## config.mk

```make
export PLATFORM = sky130hd
export DESIGN_NAME = serial_frame_hex_field_parser
export DESIGN_NICKNAME = d
export VERILOG_FILES = /design/src/rtl/core/sfhp_pkg.sv /design/src/rtl/core/serial_frame_hex_field_parser.sv /design/src/rtl/core/sfhp_frame_track.sv /design/src/rtl/core/sfhp_field_decode.sv
export SDC_FILE = /design/constraint.sdc
export NUM_CORES = 1
export LEC_CHECK = 0
export BUFFER_PORTS_ARGS = -buffer_cell sky130_fd_sc_hd__buf_2
export CAP_MARGIN = 30
export CELL_PAD_IN_SITES_DETAIL_PLACEMENT = 0
export CELL_PAD_IN_SITES_GLOBAL_PLACEMENT = 1
export CORE_MARGIN = 3
export CORE_UTILIZATION = 25
export CTS_BUF_LIST = sky130_fd_sc_hd__clkbuf_2 sky130_fd_sc_hd__clkbuf_4 sky130_fd_sc_hd__clkbuf_8
export DETAILED_ROUTE_END_ITERATION = 12
export PLACE_DENSITY_LB_ADDON = 0.1
export REMOVE_ABC_BUFFERS = 1
export SETUP_SLACK_MARGIN = 0.5
export SKIP_LAST_GASP = 1
export SLEW_MARGIN = 30
export SYNTH_ARGS = -nofsm -noshare
export SYNTH_HDL_FRONTEND = slang
export SYNTH_HIERARCHICAL = 1
export SYNTH_SLANG_ARGS = --single-unit
```

## constraint.sdc

```tcl
create_clock -name clk -period 13.8 [get_ports clk]
set_clock_uncertainty 0.1 [all_clocks]
set_input_delay 1.38 -clock clk [delete_from_list [all_inputs] [get_ports clk]]
set_output_delay 1.38 -clock clk [all_outputs]
set_load 0.05 [all_outputs]
```

## src/rtl/core/sfhp_pkg.sv

```systemverilog
`timescale 1ns / 1ps

package sfhp_pkg;

  // Frame store depth; position counter is fixed at 6 bits (depth up to 64)
  localparam int STORE_DEPTH = 32;
  localparam int POS_W       = 6;
  localparam int FIELD_LAST  = 10;

  localparam logic [7:0] HEADER_BYTE = 8'hAD;
  localparam logic [7:0] FRAME_LEN   = 8'h0C;
  localparam logic [7:0] ASCII_ZERO  = 8'h30;

  // Raw characters of a closed frame; index 0 is the first character of a field
  typedef struct packed {
    logic [7:0]      mode_char;
    logic [3:0][7:0] freq_chars;
    logic [1:0][7:0] depth_chars;
    logic [1:0][7:0] dev_chars;
  } frame_chars_t;

  typedef struct packed {
    logic [7:0]  deviation_code;
    logic [7:0]  depth_code;
    logic [15:0] frequency_code;
    logic [7:0]  mode_code;
  } result_t;

endpackage

```

## src/rtl/core/serial_frame_hex_field_parser.sv

```systemverilog
`timescale 1ns / 1ps
// Output: the result is registered from the transaction carrying the frame's last byte.
// Throughput: one byte per cycle; field decode is a single pass from the held frame
// bytes into the output register. A spare register takes a result while the output
// is stalled, so input is held only while that spare register is full.
// Reset: synchronous, active-low rst_n closes any open frame, zeroes the position
// and empties both result registers.
module serial_frame_hex_field_parser (
  input  logic        clk,
  input  logic        rst_n,
  input  logic        in_tvalid,
  output logic        in_tready,
  input  logic [7:0]  in_tdata,   // [7:0] rx_byte
  output logic        out_tvalid,
  input  logic        out_tready,
  output logic [39:0] out_tdata   // [7:0] mode_code, [23:8] frequency_code,
                                  // [31:24] depth_code, [39:32] deviation_code
);

  logic                   in_accept;
  logic                   out_free;
  logic                   frame_done;
  sfhp_pkg::frame_chars_t chars;
  sfhp_pkg::result_t      res;

  logic                   out_valid_r;
  sfhp_pkg::result_t      out_res_r;
  logic                   skid_valid_r;
  sfhp_pkg::result_t      skid_res_r;

  assign in_tready = !skid_valid_r;
  assign in_accept = in_tvalid && in_tready;
  assign out_free  = !out_valid_r || out_tready;

  sfhp_frame_track u_track (
    .clk        (clk),
    .rst_n      (rst_n),
    .byte_valid (in_accept),
    .byte_in    (in_tdata),
    .frame_done (frame_done),
    .chars      (chars)
  );

  sfhp_field_decode u_decode (
    .chars (chars),
    .res   (res)
  );

  // A full spare register blocks input, so it never fills in the same cycle it drains
  always_ff @(posedge clk) begin
    if (!rst_n) begin
      out_valid_r  <= 1'b0;
      skid_valid_r <= 1'b0;
    end else if (out_free) begin
      out_valid_r  <= skid_valid_r || frame_done;
      skid_valid_r <= 1'b0;
    end else if (frame_done) begin
      skid_valid_r <= 1'b1;
    end
  end

  always_ff @(posedge clk) begin
    if (out_free) begin
      if (skid_valid_r) begin
        out_res_r <= skid_res_r;
      end else if (frame_done) begin
        out_res_r <= res;
      end
    end
    if (!out_free && frame_done) begin
      skid_res_r <= res;
    end
  end

  assign out_tvalid = out_valid_r;
  assign out_tdata  = out_res_r;

endmodule

```

## src/rtl/core/sfhp_frame_track.sv

```systemverilog
`timescale 1ns / 1ps

module sfhp_frame_track (
  input  logic                    clk,
  input  logic                    rst_n,
  input  logic                    byte_valid,
  input  logic [7:0]              byte_in,
  output logic                    frame_done,
  output sfhp_pkg::frame_chars_t  chars
);

  logic                         open_r, open_nxt;
  logic [sfhp_pkg::POS_W-1:0]   pos_r, pos_nxt;
  logic [7:0]                   fld_r [sfhp_pkg::FIELD_LAST:1];

  logic [sfhp_pkg::POS_W:0]     pos_sum;
  logic [7:0]                   len_byte;
  logic                         is_header;

  assign pos_sum   = {1'b0, pos_r} + (sfhp_pkg::POS_W+1)'(1);
  assign is_header = (byte_in == sfhp_pkg::HEADER_BYTE);
  // length byte arrives at position 1; take it from the bus in that cycle
  assign len_byte  = (pos_r == sfhp_pkg::POS_W'(1)) ? byte_in : fld_r[1];

  always_comb begin
    open_nxt   = open_r;
    pos_nxt    = pos_r;
    frame_done = 1'b0;
    if (byte_valid) begin
      if (is_header) begin
        open_nxt = 1'b1;
        pos_nxt  = sfhp_pkg::POS_W'(1);
      end else if (open_r) begin
        if (pos_sum >= (sfhp_pkg::POS_W+1)'(sfhp_pkg::STORE_DEPTH)) begin
          // store depth reached: drop the frame
          open_nxt = 1'b0;
          pos_nxt  = '0;
        end else if (8'(pos_sum[sfhp_pkg::POS_W-1:0]) == len_byte) begin
          open_nxt   = 1'b0;
          pos_nxt    = '0;
          frame_done = (len_byte == sfhp_pkg::FRAME_LEN);
        end else begin
          pos_nxt = pos_sum[sfhp_pkg::POS_W-1:0];
        end
      end
    end
  end

  always_ff @(posedge clk) begin
    if (!rst_n) begin
      open_r <= 1'b0;
      pos_r  <= '0;
    end else begin
      open_r <= open_nxt;
      pos_r  <= pos_nxt;
    end
  end

  // Hold only the length byte and the bytes that the result needs
  always_ff @(posedge clk) begin
    if (byte_valid && open_r && !is_header) begin
      for (int k = 1; k <= sfhp_pkg::FIELD_LAST; k++) begin
        if (pos_r == sfhp_pkg::POS_W'(k)) begin
          fld_r[k] <= byte_in;
        end
      end
    end
  end

  assign chars.mode_char      = fld_r[2];
  assign chars.freq_chars[0]  = fld_r[3];
  assign chars.freq_chars[1]  = fld_r[4];
  assign chars.freq_chars[2]  = fld_r[5];
  assign chars.freq_chars[3]  = fld_r[6];
  assign chars.depth_chars[0] = fld_r[7];
  assign chars.depth_chars[1] = fld_r[8];
  assign chars.dev_chars[0]   = fld_r[9];
  assign chars.dev_chars[1]   = fld_r[10];

endmodule

```

## src/rtl/core/sfhp_field_decode.sv

```systemverilog
`timescale 1ns / 1ps

module sfhp_field_decode (
  input  sfhp_pkg::frame_chars_t chars,
  output sfhp_pkg::result_t      res
);

  // bit 4 flags a hex character, bits 3:0 carry its value
  function automatic logic [4:0] hex_digit(input logic [7:0] c);
    logic [4:0] d;
    if (c >= 8'h30 && c <= 8'h39) begin
      d = {1'b1, c[3:0]};
    end else if ((c >= 8'h61 && c <= 8'h66) || (c >= 8'h41 && c <= 8'h46)) begin
      d = {1'b1, c[3:0] + 4'd9};
    end else begin
      d = '0;
    end
    return d;
  endfunction

  function automatic logic [15:0] hex4(input logic [3:0][7:0] c);
    logic [15:0] acc;
    logic        run;
    logic [4:0]  d;
    acc = '0;
    run = 1'b1;
    for (int k = 0; k < 4; k++) begin
      d = hex_digit(c[k]);
      if (run && d[4]) begin
        acc = {acc[11:0], d[3:0]};
      end else begin
        run = 1'b0;
      end
    end
    return acc;
  endfunction

  function automatic logic [7:0] hex2(input logic [1:0][7:0] c);
    logic [7:0] acc;
    logic       run;
    logic [4:0] d;
    acc = '0;
    run = 1'b1;
    for (int k = 0; k < 2; k++) begin
      d = hex_digit(c[k]);
      if (run && d[4]) begin
        acc = {acc[3:0], d[3:0]};
      end else begin
        run = 1'b0;
      end
    end
    return acc;
  endfunction

  assign res.mode_code      = chars.mode_char - sfhp_pkg::ASCII_ZERO;
  assign res.frequency_code = hex4(chars.freq_chars);
  assign res.depth_code     = hex2(chars.depth_chars);
  assign res.deviation_code = hex2(chars.dev_chars);

endmodule
```

Word-level counts from Yosys, hierarchy flattened
Memory sizes are Yosys's and may differ from the RTL's.
Index checks and enable logic that the tools add are counted.
- bitwise logic cells: 1
- $lt $le $gt $ge: 49
- eq/ne operators: 13
- reductions and logical operators: 61
- add/sub/neg operators: 10
- multiplexer cells: 102
- operators with widths (kind ; count):
    8-bit by 7-bit greater-or-equal comparator with 1-bit output, second input constant ; 16
    8-bit by 7-bit less-or-equal comparator with 1-bit output, second input constant ; 16
    8-bit two-way mux ; 13
    40-bit two-way mux ; 2
    5-bit two-way mux ; 16
    8-bit OR reduction ; 9
    8-bit by 6-bit greater-or-equal comparator with 1-bit output, second input constant ; 8
    8-bit by 6-bit less-or-equal comparator with 1-bit output, second input constant ; 8
    1-bit two-way mux ; 53
    4-bit two-way mux ; 12
    1-bit logical AND ; 33
    4-bit adder, second input constant ; 8
    6-bit by 3-bit == test with 1-bit output, second input constant ; 4
    6-bit two-way mux ; 4
    6-bit by 4-bit == test with 1-bit output, second input constant ; 3
    16-bit two-way mux ; 1
    6-bit by 2-bit == test with 1-bit output, second input constant ; 2
    12-bit two-way mux ; 1
    1-bit logical OR ; 10
    6-bit by 8-bit == test with 1-bit output ; 1
    8-bit by 4-bit == test with 1-bit output, second input constant ; 1
    8-bit == test, second input constant ; 1
    8-bit by 6-bit subtractor with 8-bit output, second input constant ; 1
    6-bit by 1-bit adder with 7-bit output, second input constant ; 1
    7 further kinds ; 12
- bits in writable memories: 80
- bits in registers: 89
- logic and storage cells: 249
- memories: 1
- memories (name ; depth ; bits a word ; read ports ; clocked after Yosys merged registers in ; write ports ; RTL line ; text):
    u_track.fld_r ; 10 ; 8 ; 10 ; 0 ; 1 ; sfhp_frame_track.sv:14 ; logic [7:0] fld_r [sfhp_pkg::FIELD_LAST:1];

Longest topological paths before layout
- word-level depth: 16
- mapped depth: 11
- mapped depth without buffers: 9

Hierarchy
Netlist, hierarchy kept.
- by module, submodules not included (module ; cells each ; times used ; seq. area each (µm²) ; area each (µm²)):
    sfhp_frame_track ; 251 ; 1 ; 2542.4 ; 3792.4
    serial_frame_hex_field_parser ; 135 ; 1 ; 2442.3 ; 3170.5
    sfhp_field_decode ; 279 ; 1 ; 0.0 ; 1906.8

Least setup slack after synthesis
OpenSTA, ideal clock, no wires.
- path kind: input to register
- start: input in_tdata[4]
- end: register out_res_r, in the netlist out_tdata[0], enable pin
- stages on the path: 6
- arrival time: 4.417 ns
- path slack: 8.846 ns
- required time: 13.262 ns
- buffers on the path: 0
- path through: or4_1 -> or4_1 -> o21ai_0 -> and4b_1 -> nor2_1 -> nor2_1
- cells in the longest elaborated chain, start to end: 9
- elaborated cells between the ends (all ways): 11
- ends and longest elaborated chain (item ; RTL line ; text):
    start, declared ; serial_frame_hex_field_parser.sv:13 ; input logic [7:0] in_tdata,
    8-bit two-way mux ; sfhp_frame_track.sv:23 ; assign len_byte = (pos_r == sfhp_pkg::POS_W'(1)) ? byte_in : fld_r[1];
    8-bit by 4-bit == test with 1-bit output / 6-bit by 8-bit == test with 1-bit output (equally long branches) ; sfhp_frame_track.sv:41, sfhp_frame_track.sv:38 ;
    1-bit two-way mux ; sfhp_frame_track.sv:38 ; end else if (8'(pos_sum[sfhp_pkg::POS_W-1:0]) == len_byte) begin
    1-bit two-way mux ; sfhp_frame_track.sv:34 ; if (pos_sum >= (sfhp_pkg::POS_W+1)'(sfhp_pkg::STORE_DEPTH)) begin
    1-bit two-way mux ; sfhp_frame_track.sv:33 ; end else if (open_r) begin
    1-bit two-way mux * ; sfhp_frame_track.sv:30 ; if (is_header) begin
    1-bit two-way mux * ; sfhp_frame_track.sv:29 ; if (byte_valid) begin
    named net frame_done ; serial_frame_hex_field_parser.sv:22 ; logic frame_done;
    2-bit nonzero test (no source line) * ; -- ;
    2-bit AND reduction (no source line) * ; -- ;
    end signal, assigned ; serial_frame_hex_field_parser.sv:65 ; out_res_r <= skid_res_r;
    end signal, assigned ; serial_frame_hex_field_parser.sv:67 ; out_res_r <= res;
    end, declared ; serial_frame_hex_field_parser.sv:27 ; sfhp_pkg::result_t out_res_r;
Mark *: on every way through the listed nets, which the timed path passes. The rest lies on a longest branch.
A chain may end at the register's enable or synchronous reset.

Final worst setup path
- start: register u_track/pos_r[0] (netlist name)
- end: register out_res_r, in the netlist out_tdata[14], enable pin
- cells in the longest elaborated chain, start to end: 10
- elaborated cells between the ends (all ways): 13
- ends and longest elaborated chain (item ; RTL line ; text):
    start, declared ; sfhp_frame_track.sv:13 ; logic [sfhp_pkg::POS_W-1:0] pos_r, pos_nxt;
    start signal, assigned ; sfhp_frame_track.sv:55 ; pos_r <= pos_nxt;
    branches (longest 4 deep; another with 6-bit by 1-bit adder with 7-bit output) ; -- ;
    1-bit two-way mux * ; sfhp_frame_track.sv:34 ;
    1-bit two-way mux * ; sfhp_frame_track.sv:33 ;
    1-bit two-way mux * ; sfhp_frame_track.sv:30 ;
    1-bit two-way mux * ; sfhp_frame_track.sv:29 ;
    named net frame_done ; serial_frame_hex_field_parser.sv:22 ;
    2-bit nonzero test (no source line) * ; -- ;
    2-bit AND reduction (no source line) * ; -- ;
Mark *: on every way through the listed nets, which the timed path passes.

==> qor.csv <==
stage,metric,value,unit
route,drt initial violations,213,
global_route,initial antenna violation count,0,
critical_path,Crit. Startpoint,u_track/pos_r[0]$_SDFFE_PN0P_,
floorplan,Die X,194,µm
clock_network,root buf cell,clkbuf_8,
synthesis,Synth Area in Simple Gates,0.113,
synthesis,Cells after Synth,665,
global_route,GR Layer Usage met2,0.167,
clock_network,PostCTS Resize Cnt,0,
route,vias per cell,4.36,
clock_network,H-tree depth,4,
layout,fin area,9420,µm²
synthesis,main combinational cell family by area after synthesis,simple AND/OR/NAND/NOR gates,
synthesis,adder and majority cell fraction of the synthesized area,0.0409,
synthesis,xor-xnor portion of the synthesized cell area,0.0178,
timing,Slew headroom,0.461,
synthesis,ranking of synthesized cells by area,"edfxtp_1 54%, buf_4 6.4%, mux2_4 6.3%",
timing,crit share post-route,0.277,
clock_network,TritonCTS Sinks,169,
global_route,met1 Resource Use GR,0.126,
layout,layout cells sized above 1,0.235,
flow_run,max cap viols,0,
timing,setup TNS,0,ns
clock_network,CTS tree,yes,
route,vias,4884,
timing,fmax,0.261,GHz
critical_path,worst r2r src,u_track/pos_r[0]$_SDFFE_PN0P_,
timing,post-route minimum period,3.83,ns
timing,max-slew violation count,0,
synthesis,leading area contributor after synthesis,edfxtp_1,
global_route,global-route wire length before repair,28800,µm
floorplan,initial core utilization,0.255,
synthesis,"Cell Area, Synth",8870,µm²
placed_design,GPL Wtd Cong,0.778,
clock_network,worst-skew pair later-pin latency,0.47,ns
layout,Syn-to-layout area delta,6.16,%
clock_network,# Post-CTS Setup Buffers,0,
clock_network,Post-CTS Hold Fix Bufs,0,
critical_path,worst-path maximum fanout,40,
timing,Final setup viols,0,
min_path,worst hold path class,reg2reg,
pwr,Leak,3.32,nW
run_status,outcome,completed,
pwr,Peak supply drop,0.0538,mV
timing,RSZ-0062 raised after global routing,false,
global_route,peak-usage layer in the global routing report,met2,
global_route,met3 Use GR,0.0239,
synthesis,Cell variety after synth,80,
floorplan,Die Span Y,194,µm
global_route,GRT Total Usage,0.100,
timing,Final Hold Violating Endpoints,0,
layout,"commonest non-fill, non-tap cell in the layout",edfxtp_1,
synthesis,mux cell area share after synthesis,0.0769,
clock_network,Bufs on Longest Clock Path,2,
critical_path,Setup Crit Path Kind,reg2reg,
layout,nets,693,
synthesis,top_reg_cell synth,edfxtp_1,
critical_path,WP data required,13.81,ns
layout,most frequent cells in the layout,"160 x edfxtp_1, 53 x buf_2, 44 x nor2_1, 37 x mux2_4, 29 x ha_1",
synthesis,number of synthesized register bits,169,
synthesis,compound-cell area share of the yosys netlist,0.0978,
floorplan,Core ar.,34800,µm²
pwr,P per Cell Area,98.3,nW/µm²
placed_design,detailed placement HPWL,13200,µm
synthesis,Avg Inst Size Synth,13.3,µm²
floorplan,standard-cell rows,68,
synthesis,Synth Warn #,6,
timing,worst-margin pin slew,0.809,ns
floorplan,Die Area,37800,µm²
layout,filler instances,3549,
route,Pre-antenna DRT Iters,4,
critical_path,CP endpoint kind,flip-flop,
floorplan,IO Count,54,
critical_path,startpoint types,flip-flop,
global_route,grt ovf,0,
min_path,Hold Crit Start,u_track/fld_r[0][9]$_DFFE_PP_,
clock_network,clock-pin slew on the worst setup and hold paths,0.10,ns
synthesis,Post-synth ARST share,0,
timing,Hold WS,0.388,ns
route,WL final,18700,µm
route,DR WL/cell,16.7,µm
synthesis,sequential fraction of the synthesis area,0.562,
critical_path,CP arrival,3.84,ns
placed_design,placed instance area,9020,µm²
route,DRC viols,0,
clock_network,CTS buffer count,17,
route,post-route antenna net violation count,0,
synthesis,"EDFF count, synth",160,
layout,ANT cells,0,
placed_design,# port buffers,53,
global_route,vias in the first global route,4939,
global_route,largest net degree at the start of global routing,43,
synthesis,share of the synthesized area in the top cell type,0.542,
[routing by layer]
layer  routed length (µm)  vias up
li1                     -     2384
met1                 8610     2399
met2                 9190       84
met3                  603       17
met4                  320        0
met5                    0        -
[worst max-delay path, stage by stage (launching register included)]
cell       delay, ns
dfxtp_1         0.51
ha_1            0.34
nand3_1         0.13
xor2_1          0.24
a2111oi_2       0.47
o2111ai_2       0.21
nor4_4          0.39
and4b_1         0.33
nor2_1          0.09
nor2_4          0.11
buf_4           0.49
[stage by stage]
step / cells / worst slack [ns] / power, mW / utilization
after floorplan: 578 / 8.77 / 0.569 / -
after global placement: 1088 / 9.36 / 0.578 / 0.259
after detailed placement: 1088 / 9.51 / 0.578 / 0.259
after CTS: 1120 / 9.98 / 0.947 / 0.271
after global routing: 1120 / 9.81 / 0.965 / 0.271
final: 1120 / 9.97 / 0.926 / 0.271
[cell usage after synthesis (all sizes together), types with 9 or more instances]
| cell type | number |
|---|---|
| edfxtp | 160 |
| buf | 85 |
| nor2 | 45 |
| mux2 | 42 |
| ha | 29 |
| inv | 28 |
| nand2 | 26 |
| a21oi | 22 |
| o21ai | 22 |
| xnor2 | 15 |
| and2 | 13 |
| nand3 | 13 |
| nand2b | 10 |
| a211oi | 9 |
| and3 | 9 |
| dfxtp | 9 |
| nor2b | 9 |
[power breakdown]
| group | switching, mW | total [mW] | leakage, nW | internal (mW) |
|---|---|---|---|---|
| sequential | 0.0000412 | 0.555 | 1.56 | 0.555 |
| combinational | 0.00816 | 0.00988 | 1.57 | 0.00172 |
| clock | 0.194 | 0.360 | 0.190 | 0.167 |
[sequential cells by signal, indices dropped and copies added (netlist names)]
register / cells
u_track/open_r: 1
skid_valid_r: 1
u_track/pos_r: 6
out_tdata: 40
u_track/fld_r: 80
skid_res_r: 40
out_tvalid: 1
[layout make-up]
type                            count  area [µm²]  area share
Clock inverter                     13         145      0.0154
Sequential cell                   169        4990       0.529
Multi-Input combinational cell    381        3080       0.327
Clock buffer                       19         249      0.0264
Inverter                           28         105      0.0112
Timing Repair Buffer               55         280      0.0298
Tap cell                          455         569      0.0605
[worst paths after layout]
check | end | slack [ns] | cells after the start
setup / recovery | out_tdata[14]$_DFFE_PP_ | 9.97 | 10
hold / removal | skid_res_r[1]$_DFFE_PP_ | 0.39 | 0
setup reg to reg | out_tdata[14]$_DFFE_PP_ | 9.97 | 10
hold reg to reg | skid_res_r[1]$_DFFE_PP_ | 0.39 | 0
[cell families (layout without fill, tap and decap cells)]
kind of cell | after synthesis | in the layout
simple gates | 170 | 170
xor+xnor | 18 | 18
compound gates | 115 | 115
mux | 49 | 49
flops | 169 | 169
buf+inv | 115 | 115
fa+ha+maj | 29 | 29
Power figures use the tool's default switching activity.
